`config.mk`:
```
export PLATFORM = sky130hd
export DESIGN_NAME = ascii_command_frame_parser_unit
export DESIGN_NICKNAME = d
export VERILOG_FILES = /design/src/hdl/cafp_pkg.sv /design/src/hdl/cafp_cmd_fifo.sv /design/src/hdl/cafp_front.sv /design/src/hdl/cafp_back.sv /design/src/hdl/ascii_command_frame_parser_unit.sv
export SDC_FILE = /design/constraint.sdc
export NUM_CORES = 1
export LEC_CHECK = 0
export BUFFER_PORTS_ARGS = -buffer_cell sky130_fd_sc_hd__clkbuf_2
export CAP_MARGIN = 20
export CELL_PAD_IN_SITES_DETAIL_PLACEMENT = 0
export CELL_PAD_IN_SITES_GLOBAL_PLACEMENT = 1
export CORE_AREA = 2 2 169 171
export DETAILED_ROUTE_END_ITERATION = 16
export DIE_AREA = 0 0 171 173
export PLACE_DENSITY = 0.95
export RECOVER_POWER = 50
export SKIP_CTS_REPAIR_TIMING = 1
export SYNTH_ARGS = -nofsm -noshare
export SYNTH_HDL_FRONTEND = slang
export SYNTH_SLANG_ARGS = --single-unit
export TNS_END_PERCENT = 50
```
`constraint.sdc`:
```
create_clock -name clock -period 5.7 [get_ports clock]
set_input_delay 0 -clock clock [delete_from_list [all_inputs] [get_ports clock]]
set_output_delay 0 -clock clock [all_outputs]
set_load 0.02 [all_outputs]
```
`src/hdl/cafp_pkg.sv`:
```
// Shared types, constants and byte classification for the ASCII command frame parser.
// No dependencies; every other file of the parser imports this package.
package cafp_pkg;

   // payload bytes kept per frame, plus the string terminator slot
   localparam int BUFFER_BYTES = 32;
   localparam int CntW         = $clog2(BUFFER_BYTES);
   localparam logic [CntW-1:0] PayloadLimit = CntW'(BUFFER_BYTES - 1);

   localparam int FieldW  = 16;
   localparam int FoundW  = 3;
   localparam int NumVals = 5;
   localparam int NumKept = 4;
   localparam logic [FoundW-1:0] MaxFields = FoundW'(NumVals);
   localparam logic [FoundW-1:0] LastKept  = FoundW'(NumKept - 1);

   localparam int CsrIdxW = 8;
   localparam logic [CsrIdxW-1:0] CSR_START_MARKER = 8'd0;
   localparam logic [CsrIdxW-1:0] CSR_END_MARKER   = 8'd1;
   localparam logic [7:0] START_MARKER_RST = 8'h3E;
   localparam logic [7:0] END_MARKER_RST   = 8'h3C;

   localparam logic [7:0] CHR_COLON = 8'h3A;
   localparam logic [7:0] CHR_PLUS  = 8'h2B;
   localparam logic [7:0] CHR_MINUS = 8'h2D;
   localparam logic [7:0] CHR_ZERO  = 8'h30;

   localparam int CmdDepth = 4;
   localparam int CmdPtrW  = $clog2(CmdDepth);
   localparam int RspDepth = 2;
   localparam int RspPtrW  = $clog2(RspDepth);

   typedef enum logic [2:0] {
      CLS_NUL   = 3'd0,
      CLS_COLON = 3'd1,
      CLS_SPACE = 3'd2,
      CLS_PLUS  = 3'd3,
      CLS_MINUS = 3'd4,
      CLS_DIGIT = 3'd5,
      CLS_OTHER = 3'd6
   } byte_class_type;

   typedef enum logic [2:0] {
      PH_SKIP   = 3'b001,
      PH_DIGITS = 3'b010,
      PH_DONE   = 3'b100
   } phase_type;

   typedef struct packed {
      logic           is_close;
      byte_class_type cls;
      logic [3:0]     digit;
   } cmd_type;

   typedef struct packed {
      logic signed [FieldW-1:0] module_code;
      logic signed [FieldW-1:0] op_code;
      logic signed [FieldW-1:0] arg_one;
      logic signed [FieldW-1:0] arg_two;
      logic signed [FieldW-1:0] arg_three;
      logic [FoundW-1:0]        fields_found;
   } rsp_type;

   function automatic byte_class_type classify(input logic [7:0] b);
      byte_class_type c;
      c = CLS_OTHER;
      if (b == 8'h00) c = CLS_NUL;
      else if (b == CHR_COLON) c = CLS_COLON;
      else if (b == CHR_PLUS) c = CLS_PLUS;
      else if (b == CHR_MINUS) c = CLS_MINUS;
      else if (b inside {8'h20, [8'h09:8'h0D]}) c = CLS_SPACE;
      else if (b inside {[8'h30:8'h39]}) c = CLS_DIGIT;
      return c;
   endfunction

endpackage

```
`src/hdl/cafp_cmd_fifo.sv`:
```
// Four-word queue of classified payload words between front and back.
// Depends on cafp_pkg.
module cafp_cmd_fifo (
   input  logic              clock,
   input  logic              reset,
   input  logic              wr_en,
   input  cafp_pkg::cmd_type wr_cmd,
   output logic              full,
   input  logic              rd_en,
   output cafp_pkg::cmd_type rd_cmd,
   output logic              rd_valid
);
   import cafp_pkg::*;

   cmd_type               slot_ff [CmdDepth];
   logic [CmdPtrW-1:0]    wr_ptr_ff, wr_ptr_in;
   logic [CmdPtrW-1:0]    rd_ptr_ff, rd_ptr_in;
   logic [CmdPtrW:0]      count_ff, count_in;

   assign full     = (count_ff == (CmdPtrW+1)'(CmdDepth));
   assign rd_valid = (count_ff != '0);
   assign rd_cmd   = slot_ff[rd_ptr_ff];

   always_comb begin
      wr_ptr_in = wr_ptr_ff + CmdPtrW'(wr_en);
      rd_ptr_in = rd_ptr_ff + CmdPtrW'(rd_en);
      count_in  = count_ff + (CmdPtrW+1)'(wr_en) - (CmdPtrW+1)'(rd_en);
   end

   always_ff @(posedge clock) begin
      if (reset) begin
         wr_ptr_ff <= '0;
         rd_ptr_ff <= '0;
         count_ff  <= '0;
      end else begin
         wr_ptr_ff <= wr_ptr_in;
         rd_ptr_ff <= rd_ptr_in;
         count_ff  <= count_in;
      end
   end

   always_ff @(posedge clock) begin
      if (wr_en) begin
         slot_ff[wr_ptr_ff] <= wr_cmd;
      end
   end

endmodule

```
`src/hdl/cafp_front.sv`:
```
// Front end: marker registers, frame tracking and byte classification.
// Depends on cafp_pkg; feeds cafp_cmd_fifo.
module cafp_front (
   input  logic                          clock,
   input  logic                          reset,
   input  logic                          push,
   input  logic [7:0]                    req_rx_byte,
   input  logic                          fifo_full,
   input  logic                          csr_valid,
   input  logic [cafp_pkg::CsrIdxW-1:0]  csr_index,
   input  logic [7:0]                    csr_wdata,
   output logic                          csr_ready,
   output logic                          enq,
   output cafp_pkg::cmd_type             enq_cmd
);
   import cafp_pkg::*;

   logic [7:0] start_marker_ff, start_marker_in;
   logic [7:0] end_marker_ff, end_marker_in;
   logic       in_frame_ff, in_frame_in;
   logic       accepted;
   logic       is_close;

   assign csr_ready = 1'b1;
   assign accepted  = push && !fifo_full;
   assign is_close  = (req_rx_byte == end_marker_ff);
   // bytes outside a frame never reach the back end
   assign enq       = accepted && in_frame_ff;

   always_comb begin
      enq_cmd.is_close = is_close;
      enq_cmd.cls      = classify(req_rx_byte);
      enq_cmd.digit    = 4'(req_rx_byte - CHR_ZERO);
   end

   always_comb begin
      start_marker_in = start_marker_ff;
      end_marker_in   = end_marker_ff;
      if (csr_valid) begin
         case (csr_index)
            CSR_START_MARKER: start_marker_in = csr_wdata;
            CSR_END_MARKER:   end_marker_in   = csr_wdata;
            default: ;
         endcase
      end
   end

   always_comb begin
      in_frame_in = in_frame_ff;
      if (accepted) begin
         if (!in_frame_ff) begin
            in_frame_in = (req_rx_byte == start_marker_ff);
         end else if (is_close) begin
            in_frame_in = 1'b0;
         end
      end
   end

   always_ff @(posedge clock) begin
      if (reset) begin
         start_marker_ff <= START_MARKER_RST;
         end_marker_ff   <= END_MARKER_RST;
         in_frame_ff     <= 1'b0;
      end else begin
         start_marker_ff <= start_marker_in;
         end_marker_ff   <= end_marker_in;
         in_frame_ff     <= in_frame_in;
      end
   end

endmodule

```
`src/hdl/cafp_back.sv`:
```
// Back end: tokenizer and decimal reader, plus the two-word result queue.
// Depends on cafp_pkg; drains cafp_cmd_fifo.
module cafp_back (
   input  logic              clock,
   input  logic              reset,
   input  logic              cmd_valid,
   input  cafp_pkg::cmd_type cmd,
   output logic              cmd_pop,
   input  logic              pop,
   output logic              empty,
   output cafp_pkg::rsp_type rsp
);
   import cafp_pkg::*;

   logic [CntW-1:0]   count_ff, count_in;
   logic              text_ended_ff, text_ended_in;
   logic [FoundW-1:0] field_idx_ff, field_idx_in;
   logic              in_token_ff, in_token_in;
   phase_type         phase_ff, phase_in;
   logic              neg_ff, neg_in;
   logic [FieldW-1:0] acc_ff, acc_in;
   logic [FieldW-1:0] kept_ff [NumKept];
   logic [FieldW-1:0] kept_in [NumKept];

   rsp_type           rq_ff [RspDepth];
   logic [RspPtrW-1:0] rq_wr_ff, rq_rd_ff;
   logic [RspPtrW:0]  rq_cnt_ff, rq_cnt_in;
   logic              rq_full;
   logic              rq_push;
   logic              rq_pop;
   rsp_type           new_rsp;

   logic              active;
   logic [FieldW-1:0] tok_val;
   phase_type         ph;
   logic              ng;
   logic [FieldW-1:0] ac;
   logic [FieldW-1:0] vals [NumVals];
   logic [FoundW-1:0] found;

   assign rq_full = (rq_cnt_ff == (RspPtrW+1)'(RspDepth));
   assign empty   = (rq_cnt_ff == '0);
   assign rsp     = rq_ff[rq_rd_ff];
   assign rq_pop  = pop && !empty;

   // a close word waits for room in the result queue
   assign cmd_pop = cmd_valid && (!cmd.is_close || !rq_full);
   assign rq_push = cmd_pop && cmd.is_close;

   assign tok_val = neg_ff ? (FieldW'(0) - acc_ff) : acc_ff;
   assign active  = !text_ended_ff && (field_idx_ff < MaxFields) && (count_ff < PayloadLimit);

   // assemble the result for a close word
   always_comb begin
      for (int k = 0; k < NumKept; k++) begin
         vals[k] = kept_ff[k];
      end
      vals[NumVals-1] = '0;
      found = field_idx_ff;
      if (field_idx_ff == MaxFields) begin
         vals[NumVals-1] = tok_val;
      end else if (in_token_ff) begin
         vals[field_idx_ff] = tok_val;
         found = field_idx_ff + FoundW'(1);
      end
      new_rsp.module_code  = vals[0];
      new_rsp.op_code      = vals[1];
      new_rsp.arg_one      = vals[2];
      new_rsp.arg_two      = vals[3];
      new_rsp.arg_three    = vals[4];
      new_rsp.fields_found = found;
   end

   always_comb begin
      count_in      = count_ff;
      text_ended_in = text_ended_ff;
      field_idx_in  = field_idx_ff;
      in_token_in   = in_token_ff;
      phase_in      = phase_ff;
      neg_in        = neg_ff;
      acc_in        = acc_ff;
      kept_in       = kept_ff;
      ph            = in_token_ff ? phase_ff : PH_SKIP;
      ng            = in_token_ff && neg_ff;
      ac            = in_token_ff ? acc_ff : '0;

      if (cmd_pop && cmd.is_close) begin
         count_in      = '0;
         text_ended_in = 1'b0;
         field_idx_in  = '0;
         in_token_in   = 1'b0;
         phase_in      = PH_SKIP;
         neg_in        = 1'b0;
         acc_in        = '0;
         for (int k = 0; k < NumKept; k++) begin
            kept_in[k] = '0;
         end
      end else if (cmd_pop && active) begin
         count_in = count_ff + CntW'(1);
         case (cmd.cls)
            CLS_NUL: text_ended_in = 1'b1;
            CLS_COLON: begin
               if (in_token_ff) begin
                  if (field_idx_ff <= LastKept) begin
                     kept_in[field_idx_ff[1:0]] = tok_val;
                  end
                  field_idx_in = field_idx_ff + FoundW'(1);
                  in_token_in  = 1'b0;
                  // the fifth token keeps its value for the close word
                  if (field_idx_ff != LastKept + FoundW'(1)) begin
                     phase_in = PH_SKIP;
                     neg_in   = 1'b0;
                     acc_in   = '0;
                  end
               end
            end
            default: begin
               in_token_in = 1'b1;
               if (ph == PH_SKIP) begin
                  if (cmd.cls inside {CLS_PLUS, CLS_MINUS}) begin
                     ng = (cmd.cls == CLS_MINUS);
                     ph = PH_DIGITS;
                  end else if (cmd.cls == CLS_SPACE) begin
                     ph = PH_SKIP;
                  end else if (cmd.cls == CLS_DIGIT) begin
                     ph = PH_DIGITS;
                     ac = FieldW'(cmd.digit);
                  end else begin
                     ph = PH_DONE;
                  end
               end else if (ph == PH_DIGITS) begin
                  if (cmd.cls == CLS_DIGIT) begin
                     ac = (ac << 3) + (ac << 1) + FieldW'(cmd.digit);
                  end else begin
                     ph = PH_DONE;
                  end
               end
               phase_in = ph;
               neg_in   = ng;
               acc_in   = ac;
            end
         endcase
      end
   end

   always_comb begin
      rq_cnt_in = rq_cnt_ff + (RspPtrW+1)'(rq_push) - (RspPtrW+1)'(rq_pop);
   end

   always_ff @(posedge clock) begin
      if (reset) begin
         count_ff      <= '0;
         text_ended_ff <= 1'b0;
         field_idx_ff  <= '0;
         in_token_ff   <= 1'b0;
         phase_ff      <= PH_SKIP;
         neg_ff        <= 1'b0;
         acc_ff        <= '0;
         for (int k = 0; k < NumKept; k++) begin
            kept_ff[k] <= '0;
         end
         rq_wr_ff      <= '0;
         rq_rd_ff      <= '0;
         rq_cnt_ff     <= '0;
      end else begin
         count_ff      <= count_in;
         text_ended_ff <= text_ended_in;
         field_idx_ff  <= field_idx_in;
         in_token_ff   <= in_token_in;
         phase_ff      <= phase_in;
         neg_ff        <= neg_in;
         acc_ff        <= acc_in;
         kept_ff       <= kept_in;
         rq_wr_ff      <= rq_wr_ff + RspPtrW'(rq_push);
         rq_rd_ff      <= rq_rd_ff + RspPtrW'(rq_pop);
         rq_cnt_ff     <= rq_cnt_in;
      end
   end

   always_ff @(posedge clock) begin
      if (rq_push) begin
         rq_ff[rq_wr_ff] <= new_rsp;
      end
   end

endmodule

```
`src/hdl/ascii_command_frame_parser_unit.sv`:
```
// Channel   | Ports                                  | Word accepted when
// ----------+----------------------------------------+--------------------------
// request   | push, full, req_rx_byte                | push && !full
// response  | empty, pop, rsp_* (5 values, found)    | pop && !empty
// csr write | csr_valid, csr_ready, csr_index/wdata  | csr_valid && csr_ready
//
// One byte per cycle sustained while full is low; a taken byte reaches the back end
// through the four-word byte queue, and a close byte's result is registered in the
// response queue. The back end retires one word per cycle unless a close word stalls.
// Reset is synchronous; afterwards markers are '>' and '<' and both queues are empty.
// full rises only when the response queue (two words) stays unread and the byte
// queue backs up behind a close word.
// Depends on cafp_pkg, cafp_front, cafp_cmd_fifo and cafp_back.
module ascii_command_frame_parser_unit (
   input  logic                                 clock,
   input  logic                                 reset,
   input  logic                                 push,
   output logic                                 full,
   input  logic [7:0]                           req_rx_byte,
   output logic                                 empty,
   input  logic                                 pop,
   output logic signed [cafp_pkg::FieldW-1:0]   rsp_module_code,
   output logic signed [cafp_pkg::FieldW-1:0]   rsp_op_code,
   output logic signed [cafp_pkg::FieldW-1:0]   rsp_arg_one,
   output logic signed [cafp_pkg::FieldW-1:0]   rsp_arg_two,
   output logic signed [cafp_pkg::FieldW-1:0]   rsp_arg_three,
   output logic [cafp_pkg::FoundW-1:0]          rsp_fields_found,
   input  logic                                 csr_valid,
   output logic                                 csr_ready,
   input  logic [cafp_pkg::CsrIdxW-1:0]         csr_index,
   input  logic [7:0]                           csr_wdata
);
   import cafp_pkg::*;

   logic    enq;
   cmd_type enq_cmd;
   logic    cmd_valid;
   cmd_type cmd;
   logic    cmd_pop;
   rsp_type rsp;

   cafp_front u_front (
      .clock       (clock),
      .reset       (reset),
      .push        (push),
      .req_rx_byte (req_rx_byte),
      .fifo_full   (full),
      .csr_valid   (csr_valid),
      .csr_index   (csr_index),
      .csr_wdata   (csr_wdata),
      .csr_ready   (csr_ready),
      .enq         (enq),
      .enq_cmd     (enq_cmd)
   );

   cafp_cmd_fifo u_cmd_fifo (
      .clock    (clock),
      .reset    (reset),
      .wr_en    (enq),
      .wr_cmd   (enq_cmd),
      .full     (full),
      .rd_en    (cmd_pop),
      .rd_cmd   (cmd),
      .rd_valid (cmd_valid)
   );

   cafp_back u_back (
      .clock     (clock),
      .reset     (reset),
      .cmd_valid (cmd_valid),
      .cmd       (cmd),
      .cmd_pop   (cmd_pop),
      .pop       (pop),
      .empty     (empty),
      .rsp       (rsp)
   );

   assign rsp_module_code  = rsp.module_code;
   assign rsp_op_code      = rsp.op_code;
   assign rsp_arg_one      = rsp.arg_one;
   assign rsp_arg_two      = rsp.arg_two;
   assign rsp_arg_three    = rsp.arg_three;
   assign rsp_fields_found = rsp.fields_found;

endmodule

```
# == Word level (Yosys, flattened, before mapping) ==
# Memory sizes are Yosys's and may differ from the RTL's. A register that Yosys moved wholly into a read port is not among the register bits.
# Cells that the tools add are included.
# totals
out_inout_bits,86
memories,2
mem_bits_rw,198
word_cells,156
input_bits,29
ff_bits,122
# classes
eq_ne,20
reduce_logical,34
add_sub_neg,14
n_mux,52
order_cmp,11
n_bitwise,3
# mem_list
name,depth,width,read_ports,rd_ports_with_merged_regs,wr,line_no,text
u_back.rq_ff,2,83,1,1,1,cafp_back.sv:25,rsp_type rq_ff [RspDepth];
u_cmd_fifo.slot_ff,4,8,1,1,1,cafp_cmd_fifo.sv:15,cmd_type slot_ff [CmdDepth];
# op_table
operator,n
16-bit two-way mux,13
80-bit bitwise mux,1
80-bit two-way mux,1
64-bit bitwise mux,1
64-bit two-way mux,1
16-bit demux with 3-bit select,1
3-bit two-way mux,16
16-bit demux with 2-bit select,1
8-bit by 6-bit == test with 1-bit output (second input constant),4
16-bit case mux with 2 select lines,1
16-bit adder,1
16-bit by 4-bit adder with 16-bit output,1
8-bit == test,2
8-bit zero test,2
1-bit by 16-bit subtractor with 16-bit output (first input constant),1
1-bit logical AND,13
3-bit == test (second input constant),4
1-bit two-way mux,11
2-bit AND reduction,5
3-bit by 2-bit == test with 1-bit output (second input constant),3
8-bit by 1-bit == test with 1-bit output (second input constant),1
8-bit by 4-bit greater-or-equal comparator with 1-bit output (second input constant),1
8-bit by 6-bit greater-or-equal comparator with 1-bit output (second input constant),1
8-bit by 4-bit <= comparator with 1-bit output (second input constant),1
other kinds (34),47

# == Logic depth before layout (Yosys ltp) ==
# depth
word_depth,8
mapped_depth,13
depth_no_buf,11

# == Hierarchy ==
# Synthesis repeated with hierarchy kept, for this count alone.
# unflattened
hier_cells,1198
hier_area_um2,14297.5
# modules_own_cells
mod,seq_area_each_um2,area_per_inst_um2,instances,cells_per_inst
cafp_back,6946.7,11716.2,1,1001
cafp_cmd_fifo,1101.1,1502.7,1,75
cafp_front,340.3,1078.5,1,122

# == Worst setup path after synthesis ==
# OpenSTA, ideal clock, no wires.
# synth_path
kind,register -> register
start,reg u_cmd_fifo.rd_ptr_ff[0] (netlist name)
end,mem u_back.rq_ff[1][0] (netlist name) (enable)
period_less_slack_ns,3.640
n_path_buf,1
stages_incl_launch_ff,5
arrival_ns,3.189
required_ns,5.249
setup_slack_ns,2.060
setup_ns,0.451
cell_sequence,dfxtp_1 -> buf_6 -> mux4_2 -> nor3b_1 -> ha_1
# synth_lines
item,line_no
"end, declared",cafp_back.sv:25

# == Worst setup path in the final report ==
# layout_path
start,reg u_back.in_token_ff
end,reg u_back.acc_ff[15]
# layout_via
elab_chain_cells,7
elab_cells_between_ends,15
classes_between,2 x add/sub; 3 x eq/ne; 9 x mux; 1 x reduce/logical
# layout_rtl
item,line_no,text
"start, declared",cafp_back.sv:18,"logic in_token_ff, in_token_in;"
"start signal, assigned",cafp_back.sv:169,in_token_ff <= in_token_in;
16-bit two-way mux,cafp_back.sv:85,ac = in_token_ff ? acc_ff : '0;
16-bit adder,cafp_back.sv:133,ac = (ac << 3) + (ac << 1) + FieldW'(cmd.digit);
16-bit by 4-bit adder with 16-bit output,cafp_back.sv:133,
16-bit two-way mux,cafp_back.sv:132,if (cmd.cls == CLS_DIGIT) begin
16-bit two-way mux,cafp_back.sv:131,end else if (ph == PH_DIGITS) begin
16-bit two-way mux,cafp_back.sv:119,if (ph == PH_SKIP) begin
16-bit case mux with 2 select lines,cafp_back.sv:100,case (cmd.cls)
"end signal, assigned",cafp_back.sv:172,acc_ff <= acc_in;
"end, declared",cafp_back.sv:21,"logic [FieldW-1:0] acc_ff, acc_in;"
# Parallel ways exist; a longest one is shown, timed or not.
# A chain may end at the register's enable or synchronous reset.

==> metrics list <==
- Of the available clock period, the critical path in the final layout requires 67.6%.
- For this run, the slowest stage of the critical path takes 0.69 ns.
- The first global-routing pass estimated around 47 mm of wire.
- After legalization and detailed placement, the total HPWL measured 19.2 mm.
* Number of sinks on the clock net: 320
* Final Setup Violations: 0
* Largest family of logic cells by synthesized area: compound AO/OA/AOI/OAI gates
* Avg Cell Area, Syn: 12.0 um^2
- Number of cells traversed by the worst hold path: 6
* Vias in the first global route: 9,077
* Slowest CP cell: dfxtp_1
- Remaining antenna violation count after routing: 0
- edfxtp_1 is the most common cell in the netlist.
- In this run the number of cells on the critical path is 10.
- between 100 and 150 I/O pins were placed.
- Type of the worst setup path: flip-flop to flip-flop
- Area share of the largest cell type after synthesis: about two fifths
- The flow ran to the end, but the final reports show violations.
- Count of buffering cells on the critical path with inverters included: 1
- Simple logic cell fraction of the synthesized area: ~11%
- During placement, the flow inserted port buffers numbering 113.
- TritonCTS created 31 clock buffers.
* Maximum Capacitance Violations: 1
* Die Outline Area: 0.0296 mm^2
- 0 antenna diodes ended up in the layout.
* Required time reported for the critical path endpoint: just over 6 ns
* Path category of the worst min-delay check: input port to flip-flop
* Family of cells with the greatest summed delay on the critical path: compound AO/OA/AOI/OAI gates
- Residual overflow from global routing: 0
* Post-synthesis sequential area ratio: between 50% and 60%
- The worst-case IR drop observed on VDD is around 0.3 mV.
- RSZ-0062 raised after global routing: no
* Failing checks: negative hold slack, max-capacitance violations, max-slew violations
- The detailed router finished its first iteration with 662 violations.
- Std cell rows: 61
- In this run the number of H-tree levels came out at 1.
- Once the floorplan was initialized, standard cells occupied 51.9% of the core.
- Clk buf depth: 3
- Min cycle time layout: 3.85 ns
* Area taken by flip-flops and latches: 0.00839 mm^2
* Area overhead of the layout relative to synthesis: 14.1%
- The number of antenna violations at the first check in global routing is 0.
- The most numerous cell type found on the critical path is a211oi_1.
* EDFF count, synth: 198
* Max FO, Critical Path: 20
- Number of storage elements in the synthesis netlist: 320
- Ranked by instance count, the synthesized netlist is headed by 198 x edfxtp_1, 192 x nor2_1, 122 x dfxtp_1.
* Area of the mapped netlist: approximately 0.014 mm^2
* Post-DP Area: 0.0152 mm^2
- Post-synthesis share of cell area spent on full adders, half adders and majority gates: 4.00%
- Yosys printed 0 warnings.
- CTS root buffer: clkbuf_16
- STA classifies the critical path endpoint as a flip-flop.
- Combined area of the multi-input logic cells: 0.00552 mm^2
- All-layer global routing usage: roughly 20%
- Timing would allow up to 260 MHz.
* Number of vias per cell: 5.54
* Arrival time at the worst endpoint: about 4.3 ns
* Number of cell instances on the worst register-to-register path: 10
* First-pass DRT Iterations: 6
* Post-route clock skew: 0.0104 ns
- Power Dens Cells: about 420 mW/mm^2
- Library cell with the largest summed area after synthesis: edfxtp_1
* Core region area: 0.0276 mm^2
- TritonCTS built the clock tree.
* Ratio of cells with drive above 1 in the final layout: 14.8%
- Synth Area in Compound Gates: a little over a tenth
* Total negative slack: 0 ns
* Total nets after synthesis: 1,272
- Final instance area: 0.0164 mm^2
- Share of flip-flops with an asynchronous set or reset after synthesis: 0%
- The portion of synthesized area spent on multiplexers is 9.29%.
- Remaining max-slew budget at the tightest pin: -10.9%
- Series of cell instances along the critical path: inv_1 > nor2_1 > fa_1 > ha_1 > a211oi_1 > o21ai_0 > a211oi_1 > o31ai_1 > mux2i_1 > a32o_1
- The synthesized netlist devotes 3.30% of its cell area to XOR and XNOR gates.
- In the final design database the tool counted 1,389 nets.
* Floorplan die height: 173 um
* Top cells by area in the synthesized netlist: edfxtp_1 41%, dfxtp_1 17%, mux2_2 6.9%, nor2_1 5.0%, a211oi_1 3.7%
- In the routed design, unresolved DRC markers number 0.
- STA classifies the critical path startpoint as a flip-flop.
- Counting the fill cells in the layout gives 2,243.
- Among all flip-flop cells after synthesis, the most frequent one is edfxtp_1.
* Width of the die: 171 um
* RePlAce Congestion: 0.850
* Actual slew at the worst max-slew pin: 1.66 ns
* Worst hold slack across all endpoints: -0.0496 ns
- Reported leakage power: 5.71 nW
* Detailed Route WL: roughly 30 mm
- Clock slew seen by the registers of the worst setup and hold paths: 0.06 ns
- The final hold violation count came to 6.
* Routed wire length per instance: 17.4 um
* Largest net degree at the start of global routing: 77
- The max-slew violation count is 64.
- Count of different cell masters after synthesis: 62
* Mapped Cells: 1,199
* Via count of the routed design: 9,525
- Core occupancy in the finished layout: 59.2%
- Clock latency of the later-clocked register in the worst-skew pair: 0.57 ns
[final cells by class]
cell class,instances,area share (%)
clock buffers,39,5.23
inverters,26,0.597
flip-flops and latches,320,51.3
multi-input cells,783,33.8
well taps,378,2.89
repair buffers,154,5.04
clock inverters,19,1.18
[stage by stage]
| stage | hold WS (ns) | power (mW) | cells | setup slack, ns |
|---|---|---|---|---|
| floorplan | 0.0989 | 4.43 | 1199 | 2.06 |
| global placement | 0.221 | 4.93 | 1638 | 2.03 |
| detailed placement | 0.233 | 4.98 | 1640 | 1.92 |
| CTS | -0.352 | 7.05 | 1698 | 1.93 |
| global route | 0.00116 | 7.26 | 1719 | 1.63 |
| finish | -0.0496 | 6.94 | 1719 | 1.85 |
[tightest hold or removal path, cell delays in order]
cell and delay, ns:
clkbuf_2 0.08, nor2b_1 0.14, nand4_1 0.07, nor3_1 0.05
nor2_1 0.08, a211oi_1 0.05
[layer usage]
metal | GRT usage, % | routed length (um) | share of wire (%)
met5 | 0 | 0 | 0
met4 | 6.29 | 951 | 3.2
met3 | 2.49 | 1410 | 4.7
met2 | 34.6 | 15000 | 50
met1 | 24.8 | 12500 | 42
[placed cells by master, fill, tap and decap left out, drive strengths merged, types with 16 or more instances in the layout]
master	synthesis	layout
edfxtp	198	198
dfxtp	122	122
mux2	88	88
nor2	193	193
dlygate4sd3	0	16
clkbuf	51	165
inv	26	27
mux2i	16	16
xor2	25	25
o21ai	43	43
ha	41	41
nand2	50	50
xnor2	29	29
a21oi	70	70
a211oi	70	70
[final timing paths]
check                                    start                           endpoint  slack [ns]
max reg2reg    u_back.in_token_ff$_SDFFE_PP0P_     u_back.acc_ff[15]$_SDFFE_PP0P_        1.85
min                                       push   u_front.in_frame_ff$_SDFFE_PP0P_       -0.05
min reg2reg  u_back.text_ended_ff$_SDFFE_PP0P_  u_back.text_ended_ff$_SDFFE_PP0P_        0.46
max            u_back.in_token_ff$_SDFFE_PP0P_     u_back.acc_ff[15]$_SDFFE_PP0P_        1.85
[state kept, by name (all words and copies together), names as in the netlist, 5 cells and up]
| name | cells |
|---|---|
| u_back.rq_ff | 166 |
| u_cmd_fifo.slot_ff | 32 |
| u_front.start_marker_ff | 8 |
| u_front.end_marker_ff | 8 |
| u_back.kept_ff | 64 |
| u_back.count_ff | 5 |
| u_back.acc_ff | 16 |
[cells by family after synthesis]
group                    Yosys count
multiplexers                     112
XOR/XNOR                          54
flip-flops                       320
AND/OR/NAND/NOR                  332
buffers and inverters             96
adder cells (fa/ha/maj)           44
other                              1
AO/OA/AOI/OAI                    240
[report_power, final]
group,internal (mW),switching [mW]
Clock,1.20,0.863
Combinational,0.646,1.24
Sequential,2.84,0.158
Total,4.68,2.26
No activity file was read; power rests on OpenSTA's default activity.
